<file path="src/rtl/step_retry_rollback_sequencer_defines.svh">
`ifndef STEP_RETRY_ROLLBACK_SEQUENCER_DEFINES_SVH
`define STEP_RETRY_ROLLBACK_SEQUENCER_DEFINES_SVH

// same-cycle implication
`define SRRS_ASSERT_IMPL(name, clk, rst_n, ante, cons) \
	name: assert property (@(posedge clk) disable iff (!rst_n) (ante) |-> (cons)) \
		else $error("srrs check failed");

// next-cycle implication
`define SRRS_ASSERT_NEXT(name, clk, rst_n, ante, cons) \
	name: assert property (@(posedge clk) disable iff (!rst_n) (ante) |=> (cons)) \
		else $error("srrs check failed");

`endif

</file>
<file path="src/rtl/srrs_pkg.sv">
`default_nettype none

package srrs_pkg;

	localparam int unsigned CountW = 8;
	localparam int unsigned StateW = 4;
	localparam int unsigned CodeW  = 4;

	typedef enum logic [StateW-1:0] {
		ST_INITIAL      = 4'd0,
		ST_EXECUTING    = 4'd1,
		ST_COMPLETED    = 4'd2,
		ST_FAILED       = 4'd3,
		ST_UNDOING      = 4'd4,
		ST_UNDONE       = 4'd5,
		ST_ROLLING_BACK = 4'd6,
		ST_ROLLED_BACK  = 4'd7,
		ST_UNDOING_RB   = 4'd8,
		ST_RB_UNDONE    = 4'd9,
		ST_RB_FAILED    = 4'd10
	} step_state_t;

	typedef enum logic [CodeW-1:0] {
		RC_NULL           = 4'd0,
		RC_CONTINUE       = 4'd1,
		RC_COMPLETED      = 4'd2,
		RC_FAILED         = 4'd3,
		RC_SWITCHOVER     = 4'd4,
		RC_UNDONE         = 4'd5,
		RC_ROLLEDBACK     = 4'd6,
		RC_ROLLBACKFAILED = 4'd7,
		RC_ROLLBACKUNDONE = 4'd8
	} result_code_t;

	typedef enum logic {
		OP_EXECUTE  = 1'b0,
		OP_ROLLBACK = 1'b1
	} operation_t;

	typedef struct packed {
		operation_t operation;
		logic       type_held;
		logic       recalc_ok;
		logic       recalc_gives_type;
		logic       switchover_needed;
		logic       action_ok;
	} item_t;

	typedef struct packed {
		logic [CountW-1:0] retry_now;
		logic [StateW-1:0] new_state;
		logic [CodeW-1:0]  result_code;
	} result_t;

endpackage

`default_nettype wire

</file>
<file path="src/rtl/step_retry_rollback_sequencer.sv">
// a request is taken into the input register, then offered from the output register
// throughput: one request per cycle unless m_axis_tready stalls the output; the state
// and retry count update as the request moves from the input into the output register
// back-pressure from m_axis_tready reaches s_axis_tready in the same cycle
// reset: arst_n clears state to initial, retry count and max_retry to zero
`default_nettype none

module step_retry_rollback_sequencer
	import srrs_pkg::*;
(
	input  wire logic        clk,
	input  wire logic        arst_n,
	input  wire logic        cfg_we,
	input  wire logic [7:0]  cfg_wdata,     // max_retry
	input  wire logic        s_axis_tvalid,
	output logic             s_axis_tready,
	input  wire logic [7:0]  s_axis_tdata,  // type_held, recalc_ok, recalc_gives_type,
	                                         // switchover_needed, action_ok, 3 zero bits
	input  wire logic [0:0]  s_axis_tuser,  // operation
	output logic             m_axis_tvalid,
	input  wire logic        m_axis_tready,
	output logic [15:0]      m_axis_tdata   // result_code[3:0], new_state[7:4], retry_now[15:8]
);

	item_t   s_item;
	item_t   item_s1;
	logic    valid_s1;
	logic    room;
	logic    advance;
	result_t result;
	result_t m_result;

	assign s_item.operation         = operation_t'(s_axis_tuser[0]);
	assign s_item.type_held         = s_axis_tdata[0];
	assign s_item.recalc_ok         = s_axis_tdata[1];
	assign s_item.recalc_gives_type = s_axis_tdata[2];
	assign s_item.switchover_needed = s_axis_tdata[3];
	assign s_item.action_ok         = s_axis_tdata[4];

	assign advance = valid_s1 && room;

	srrs_in_stage u_in (
		.clk      (clk),
		.arst_n   (arst_n),
		.s_valid  (s_axis_tvalid),
		.s_ready  (s_axis_tready),
		.s_item   (s_item),
		.advance  (advance),
		.valid_s1 (valid_s1),
		.item_s1  (item_s1)
	);

	srrs_fsm u_fsm (
		.clk       (clk),
		.arst_n    (arst_n),
		.cfg_we    (cfg_we),
		.cfg_wdata (cfg_wdata),
		.advance   (advance),
		.item_s1   (item_s1),
		.result    (result)
	);

	srrs_out_stage u_out (
		.clk      (clk),
		.arst_n   (arst_n),
		.load     (advance),
		.result   (result),
		.room     (room),
		.m_valid  (m_axis_tvalid),
		.m_ready  (m_axis_tready),
		.m_result (m_result)
	);

	assign m_axis_tdata = {m_result.retry_now, m_result.new_state, m_result.result_code};

endmodule

`default_nettype wire

</file>
<file path="src/rtl/srrs_in_stage.sv">
`default_nettype none

module srrs_in_stage
	import srrs_pkg::*;
(
	input  wire logic  clk,
	input  wire logic  arst_n,
	input  wire logic  s_valid,
	output logic       s_ready,
	input  wire item_t s_item,
	input  wire logic  advance,
	output logic       valid_s1,
	output item_t      item_s1
);

	assign s_ready = !valid_s1 || advance;

	always_ff @(posedge clk or negedge arst_n) begin
		if (!arst_n) begin
			valid_s1 <= 1'b0;
		end else if (s_ready) begin
			valid_s1 <= s_valid;
		end
	end

	always_ff @(posedge clk) begin
		if (s_ready && s_valid) begin
			item_s1 <= s_item;
		end
	end

endmodule

`default_nettype wire

</file>
<file path="src/rtl/srrs_fsm.sv">
`default_nettype none

module srrs_fsm
	import srrs_pkg::*;
(
	input  wire logic              clk,
	input  wire logic              arst_n,
	input  wire logic              cfg_we,
	input  wire logic [CountW-1:0] cfg_wdata,
	input  wire logic              advance,
	input  wire item_t             item_s1,
	output result_t                result
);

`include "step_retry_rollback_sequencer_defines.svh"

	step_state_t       state_q, state_nxt;
	logic [CountW-1:0] count_q, count_nxt;
	logic [CountW-1:0] max_retry_q;
	logic [CountW-1:0] count_inc;
	logic              exceeds;
	result_code_t      rc;

	always_ff @(posedge clk or negedge arst_n) begin
		if (!arst_n) begin
			max_retry_q <= '0;
		end else if (cfg_we) begin
			max_retry_q <= cfg_wdata;
		end
	end

	always_ff @(posedge clk or negedge arst_n) begin
		if (!arst_n) begin
			state_q <= ST_INITIAL;
			count_q <= '0;
		end else if (advance) begin
			state_q <= state_nxt;
			count_q <= count_nxt;
		end
	end

	// saturating bump, compare uses the saturated value
	assign count_inc = (&count_q) ? count_q : count_q + CountW'(1);
	assign exceeds   = count_inc > max_retry_q;

	always_comb begin
		state_nxt = state_q;
		count_nxt = count_q;
		rc        = RC_NULL;
		case (state_q)
			ST_INITIAL: begin
				if (item_s1.operation == OP_EXECUTE) begin
					if (!item_s1.recalc_ok) begin
						state_nxt = ST_FAILED;
						rc        = RC_FAILED;
					end else if (item_s1.switchover_needed) begin
						rc = RC_SWITCHOVER;
					end else begin
						count_nxt = '0;
						state_nxt = ST_EXECUTING;
						rc        = RC_CONTINUE;
					end
				end
			end
			ST_EXECUTING: begin
				if (item_s1.operation == OP_EXECUTE) begin
					if (!item_s1.type_held
							&& (!item_s1.recalc_ok || !item_s1.recalc_gives_type)) begin
						state_nxt = ST_FAILED;
						rc        = RC_FAILED;
					end else if (!item_s1.action_ok) begin
						state_nxt = ST_UNDOING;
						rc        = RC_CONTINUE;
					end else begin
						state_nxt = ST_COMPLETED;
						rc        = RC_COMPLETED;
					end
				end
			end
			ST_UNDOING: begin
				if (item_s1.operation == OP_EXECUTE) begin
					if (!item_s1.type_held || !item_s1.action_ok) begin
						state_nxt = ST_FAILED;
						rc        = RC_FAILED;
					end else begin
						count_nxt = count_inc;
						state_nxt = exceeds ? ST_UNDONE : ST_EXECUTING;
						rc        = exceeds ? RC_UNDONE : RC_CONTINUE;
					end
				end
			end
			ST_UNDONE: begin
				if (item_s1.operation == OP_EXECUTE) begin
					count_nxt = '0;
					state_nxt = ST_EXECUTING;
					rc        = RC_CONTINUE;
				end
			end
			ST_COMPLETED: begin
				if (item_s1.operation == OP_ROLLBACK) begin
					if (!item_s1.recalc_ok) begin
						state_nxt = ST_RB_FAILED;
						rc        = RC_ROLLBACKFAILED;
					end else if (item_s1.switchover_needed) begin
						rc = RC_SWITCHOVER;
					end else begin
						count_nxt = '0;
						state_nxt = ST_ROLLING_BACK;
						rc        = RC_CONTINUE;
					end
				end
			end
			ST_ROLLING_BACK: begin
				if (item_s1.operation == OP_ROLLBACK) begin
					if (!item_s1.type_held && !item_s1.recalc_ok) begin
						state_nxt = ST_FAILED;
						rc        = RC_FAILED;
					end else if (!item_s1.type_held && !item_s1.recalc_gives_type) begin
						state_nxt = ST_RB_FAILED;
						rc        = RC_ROLLBACKFAILED;
					end else if (!item_s1.action_ok) begin
						state_nxt = ST_UNDOING_RB;
						rc        = RC_CONTINUE;
					end else begin
						state_nxt = ST_ROLLED_BACK;
						rc        = RC_ROLLEDBACK;
					end
				end
			end
			ST_UNDOING_RB: begin
				if (item_s1.operation == OP_ROLLBACK) begin
					if (!item_s1.type_held || !item_s1.action_ok) begin
						state_nxt = ST_RB_FAILED;
						rc        = RC_ROLLBACKFAILED;
					end else begin
						count_nxt = count_inc;
						state_nxt = exceeds ? ST_RB_UNDONE : ST_ROLLING_BACK;
						rc        = exceeds ? RC_ROLLBACKUNDONE : RC_CONTINUE;
					end
				end
			end
			default: begin
				rc = RC_NULL;
			end
		endcase
	end

	assign result.result_code = rc;
	assign result.new_state   = state_nxt;
	assign result.retry_now   = count_nxt;

	`SRRS_ASSERT_NEXT(a_hold_when_idle, clk, arst_n, !advance,
		$stable(state_q) && $stable(count_q))
	`SRRS_ASSERT_NEXT(a_null_changes_nothing, clk, arst_n, advance && rc == RC_NULL,
		$stable(state_q) && $stable(count_q))
	`SRRS_ASSERT_NEXT(a_start_clears_count, clk, arst_n,
		advance && state_q == ST_INITIAL && rc == RC_CONTINUE,
		count_q == '0 && state_q == ST_EXECUTING)
	`SRRS_ASSERT_IMPL(a_give_up_over_limit, clk, arst_n,
		rc == RC_UNDONE || rc == RC_ROLLBACKUNDONE, count_nxt > max_retry_q)

endmodule

`default_nettype wire

</file>
<file path="src/rtl/srrs_out_stage.sv">
`default_nettype none

module srrs_out_stage
	import srrs_pkg::*;
(
	input  wire logic    clk,
	input  wire logic    arst_n,
	input  wire logic    load,
	input  wire result_t result,
	output logic         room,
	output logic         m_valid,
	input  wire logic    m_ready,
	output result_t      m_result
);

	assign room = !m_valid || m_ready;

	always_ff @(posedge clk or negedge arst_n) begin
		if (!arst_n) begin
			m_valid <= 1'b0;
		end else if (room) begin
			m_valid <= load;
		end
	end

	always_ff @(posedge clk) begin
		if (load) begin
			m_result <= result;
		end
	end

endmodule

`default_nettype wire

</file>
<file path="config.mk">
export PLATFORM = sky130hd
export DESIGN_NAME = step_retry_rollback_sequencer
export DESIGN_NICKNAME = d
export VERILOG_FILES = /design/src/rtl/srrs_pkg.sv /design/src/rtl/step_retry_rollback_sequencer.sv /design/src/rtl/srrs_in_stage.sv /design/src/rtl/srrs_fsm.sv /design/src/rtl/srrs_out_stage.sv
export VERILOG_INCLUDE_DIRS = /design/src /design/src/rtl
export SDC_FILE = /design/constraint.sdc
export NUM_CORES = 1
export LEC_CHECK = 0
export BUFFER_PORTS_ARGS = -buffer_cell sky130_fd_sc_hd__buf_4
export CORE_UTILIZATION = 40
export DETAILED_ROUTE_END_ITERATION = 7
export GPL_TIMING_DRIVEN = 0
export PLACE_DENSITY = 0.55
export SLEW_MARGIN = 15
export SYNTH_ARGS = -nofsm -noshare
export SYNTH_HDL_FRONTEND = slang
export SYNTH_SLANG_ARGS = --single-unit
</file>
<file path="constraint.sdc">
create_clock -name clk -period 4.2 [get_ports clk]
set_input_delay 0.84 -clock clk [delete_from_list [all_inputs] [get_ports clk]]
set_output_delay 0.84 -clock clk [all_outputs]
set_load 0.05 [all_outputs]
</file>
==> results.ini <==
[run_status]
outcome=completed

[worst_hold_path]
hold_path_class=in2async

[synthesis]
ys_seq_area_share_pct=42.1
synth_nets=347
synth_seq_cells=44
yosys_most_used_dff=edfxtp_1
synth_edf_count=22
synthTopCellsByArea=edfxtp_1 (23%), dfrtp_1 (19%), nor2_1 (5.1%)
syn_inst=316
synthDistinctLibCells=70
synth.top_cell.area_share_pct=23.0
synth_warnings=0
async_flop_share_pct=50.0
synth_area_per_cell_um2=9.10
syn_area_um2=2880
yosysTopAreaCell=edfxtp_1

[timing]
drv_slew=0
fin_crit_ns=3.57
tightest_slew_ns=0.837
fin_skew_ns=0.00674
rsz0062_at_grt=false
setup_viol=0
final.period_utilization_pct=84.9
fmax_ghz=0.280
slew_headroom_pct=44.1
tns_ns=0
hold_violations=0

[critical_path]
crit_type=reg2reg
r2r-end=u_out.m_result[7]
crit_path_end_kind=register
worstPathArrival_ns=3.62
critPathLaunchType=register
timing.rr.start=u_fsm.count_q[0]
cp_num_buf_inv=1
cp_num_cells=12
rr_worst_depth=12
reg2reg_setup_slack_ns=0.63
cp_top_family=simple AND/OR/NAND/NOR gates
cp_slowest_stage_delay_ns=0.51
crit_path_top_delay_cell=dfrtp_1
worstSetupEndpoint=u_out.m_result[7]
crit_start=u_fsm.count_q[0]
cp.required_ns=4.26
crit_path_cell_trace=ha_1, nand3_2, nor3_2, mux2i_1, inv_1, ha_1, nor2b_1, o21ai_0, nor4bb_1, o211ai_1, a21oi_1, nor2_1
critPathMostFrequentCell=ha_1
cp_max_fo=8

[pwr]
power_density_nw_per_um2=573
peakVddDrop_mv=0.173
p_total_mw=1.92
power.leakage_nw=1.38

[clocking]
ctsResizeCount=0
clk-insertion-delay-late_ns=0.30
clkTransAtPathRegs_ns=0.08
cts_tree=yes
cts_made_buffers=5
htree_levels=2
clock-sinks=44
cts_buffer_depth=2
cts_setup_buffers=0
cts_root_buf=clkbuf_8
hold_buffers=0

[global_routing]
grt_usage_pct=20.2
grt_pass1_vias=2325
antenna_found_initial=0
gr-total-overflow=0
grt_pass1_wl_um=11600
grt_max_degree=23

[floorplanning]
die_area_um2=7530
core_um2=6870
rows=30
dieWidth_um=86.8
die_h_um=86.8
start_util_pct=41.9
io_pins=40

[placement]
finalWeightedCongestion=0.869
portBuffers=36
hpwl_um=5220

[finish]
antenna_cells=0
seqCellArea_um2=1210
drive_above_1_share_pct=20.6
multi_input_area_um2=1550
syn_to_final_growth_pct=16.7
fill_cells=678
finalNetCount=390

[drt]
routed_wl_um=6950
viasPerCell=5.41
ant_nets=0
drt_iter0_drc=210
drcViolationCount=0
vias=2467
dr.pass1.iters=4
wl_per_cell_um=15.2

[flow_run]
drv_cap=0

==> per-stage QoR <==
step | util (%) | cells | instance area (um2) | hold WS, ns | setup WS, ns
2_1_floorplan | - | 316 | 2880 | 0.457 | 1.21
3_3_place_gp | 47.6 | 448 | 3270 | 0.475 | 0.705
3_5_place_dp | 47.6 | 448 | 3270 | 0.495 | 0.699
4_1_cts | 48.9 | 456 | 3360 | 0.439 | 0.684
6_report | 48.9 | 456 | 3360 | 0.429 | 0.634
5_1_grt | 48.9 | 456 | 3360 | 0.437 | 0.365
==> registers in the layout (all words and copies together), names as in the netlist <==
register and cells:
u_out.m_valid 1, u_fsm.state_q 4, u_in.valid_s1 1, u_fsm.max_retry_q 8, u_in.item_s1 6, u_fsm.count_q 8
u_out.m_result 16
==> cells by family (layout without fill, tap and decap cells) <==
family | Yosys count | after routing | share of synthesized area [%]
buf+inv | 27 | 71 | 4.13
fa+ha+maj | 9 | 9 | 3.91
compound gates | 110 | 110 | 26.3
simple gates | 120 | 120 | 21.3
mux | 5 | 5 | 2.00
flops | 44 | 44 | 42.1
xor+xnor | 1 | 1 | 0.305
==> synthesized netlist by cell type, types with 2 or more instances <==
cell type	count
o21ai_0	20
o21a_1	2
o31ai_1	5
a211oi_1	6
nand3_1	2
and2_1	2
a22o_1	2
nor2_1	39
a211o_1	2
mux2i_1	2
buf_2	11
inv_1	12
dfrtp_1	22
nor2b_1	7
a21o_1	6
nand2b_1	14
nand4_1	2
a31oi_1	5
a311oi_1	2
nand3_2	2
a21oi_1	22
o22ai_1	3
nand2_1	30
o221ai_1	3
clkbuf_1	2
nor3_1	5
o21ai_1	11
a22oi_1	2
edfxtp_1	22
nor3_2	2
ha_1	9
mux2_2	2
==> per-layer routing <==
| layer | global-route usage, % | wire (um) | share of wire (%) |
|---|---|---|---|
| met1 | 28.6 | 3400 | 49 |
| met2 | 30.6 | 3010 | 43 |
| met3 | 3.43 | 338 | 4.9 |
| met4 | 8.03 | 201 | 2.9 |
| met5 | 0 | 0 | 0 |
==> how the worst min path moves through the flow <==
stage	startpoint	endpoint	slack, ns	cells after the start
after floorplan	u_in.valid_s1	u_out.m_valid	0.46	1
after global placement	u_in.valid_s1	u_out.m_valid	0.47	1
after detailed placement	u_in.valid_s1	u_out.m_valid	0.49	1
after CTS	arst_n	u_fsm.state_q[3]	0.44	1
after global routing	arst_n	u_fsm.state_q[3]	0.44	1
final	arst_n	u_fsm.state_q[3]	0.43	1
==> area by class of cell <==
type	instances	share of cell area (%)
Multi-Input combinational cell	245	46.1
Sequential cell	44	36.1
Timing Repair Buffer	36	8.05
Tap cell	96	3.58
Clock buffer	8	2.68
Buffer	15	2.20
Inverter	12	1.34
==> cells in the final DEF (no fill, tap or decap), types with 3 or more instances in the layout <==
master / count
nor2_1: 39
o31ai_1: 5
nor2b_1: 7
o21ai_1: 11
dfrtp_1: 22
clkbuf_8: 6
a21o_1: 6
nand2_1: 30
a21oi_1: 22
inv_1: 12
ha_1: 9
a211oi_1: 6
clkbuf_1: 4
buf_4: 37
buf_2: 11
o22ai_1: 3
o221ai_1: 3
edfxtp_1: 22
nand2b_1: 14
o21ai_0: 20
nor3_1: 5
a31oi_1: 5
==> power by group <==
| group | switching (mW) | internal, mW | total (mW) |
|---|---|---|---|
| Sequential | 0.0735 | 0.568 | 0.642 |
| Clock | 0.142 | 0.134 | 0.276 |
| Combinational | 0.647 | 0.359 | 1.01 |
Power figures use the tool's default switching activity.
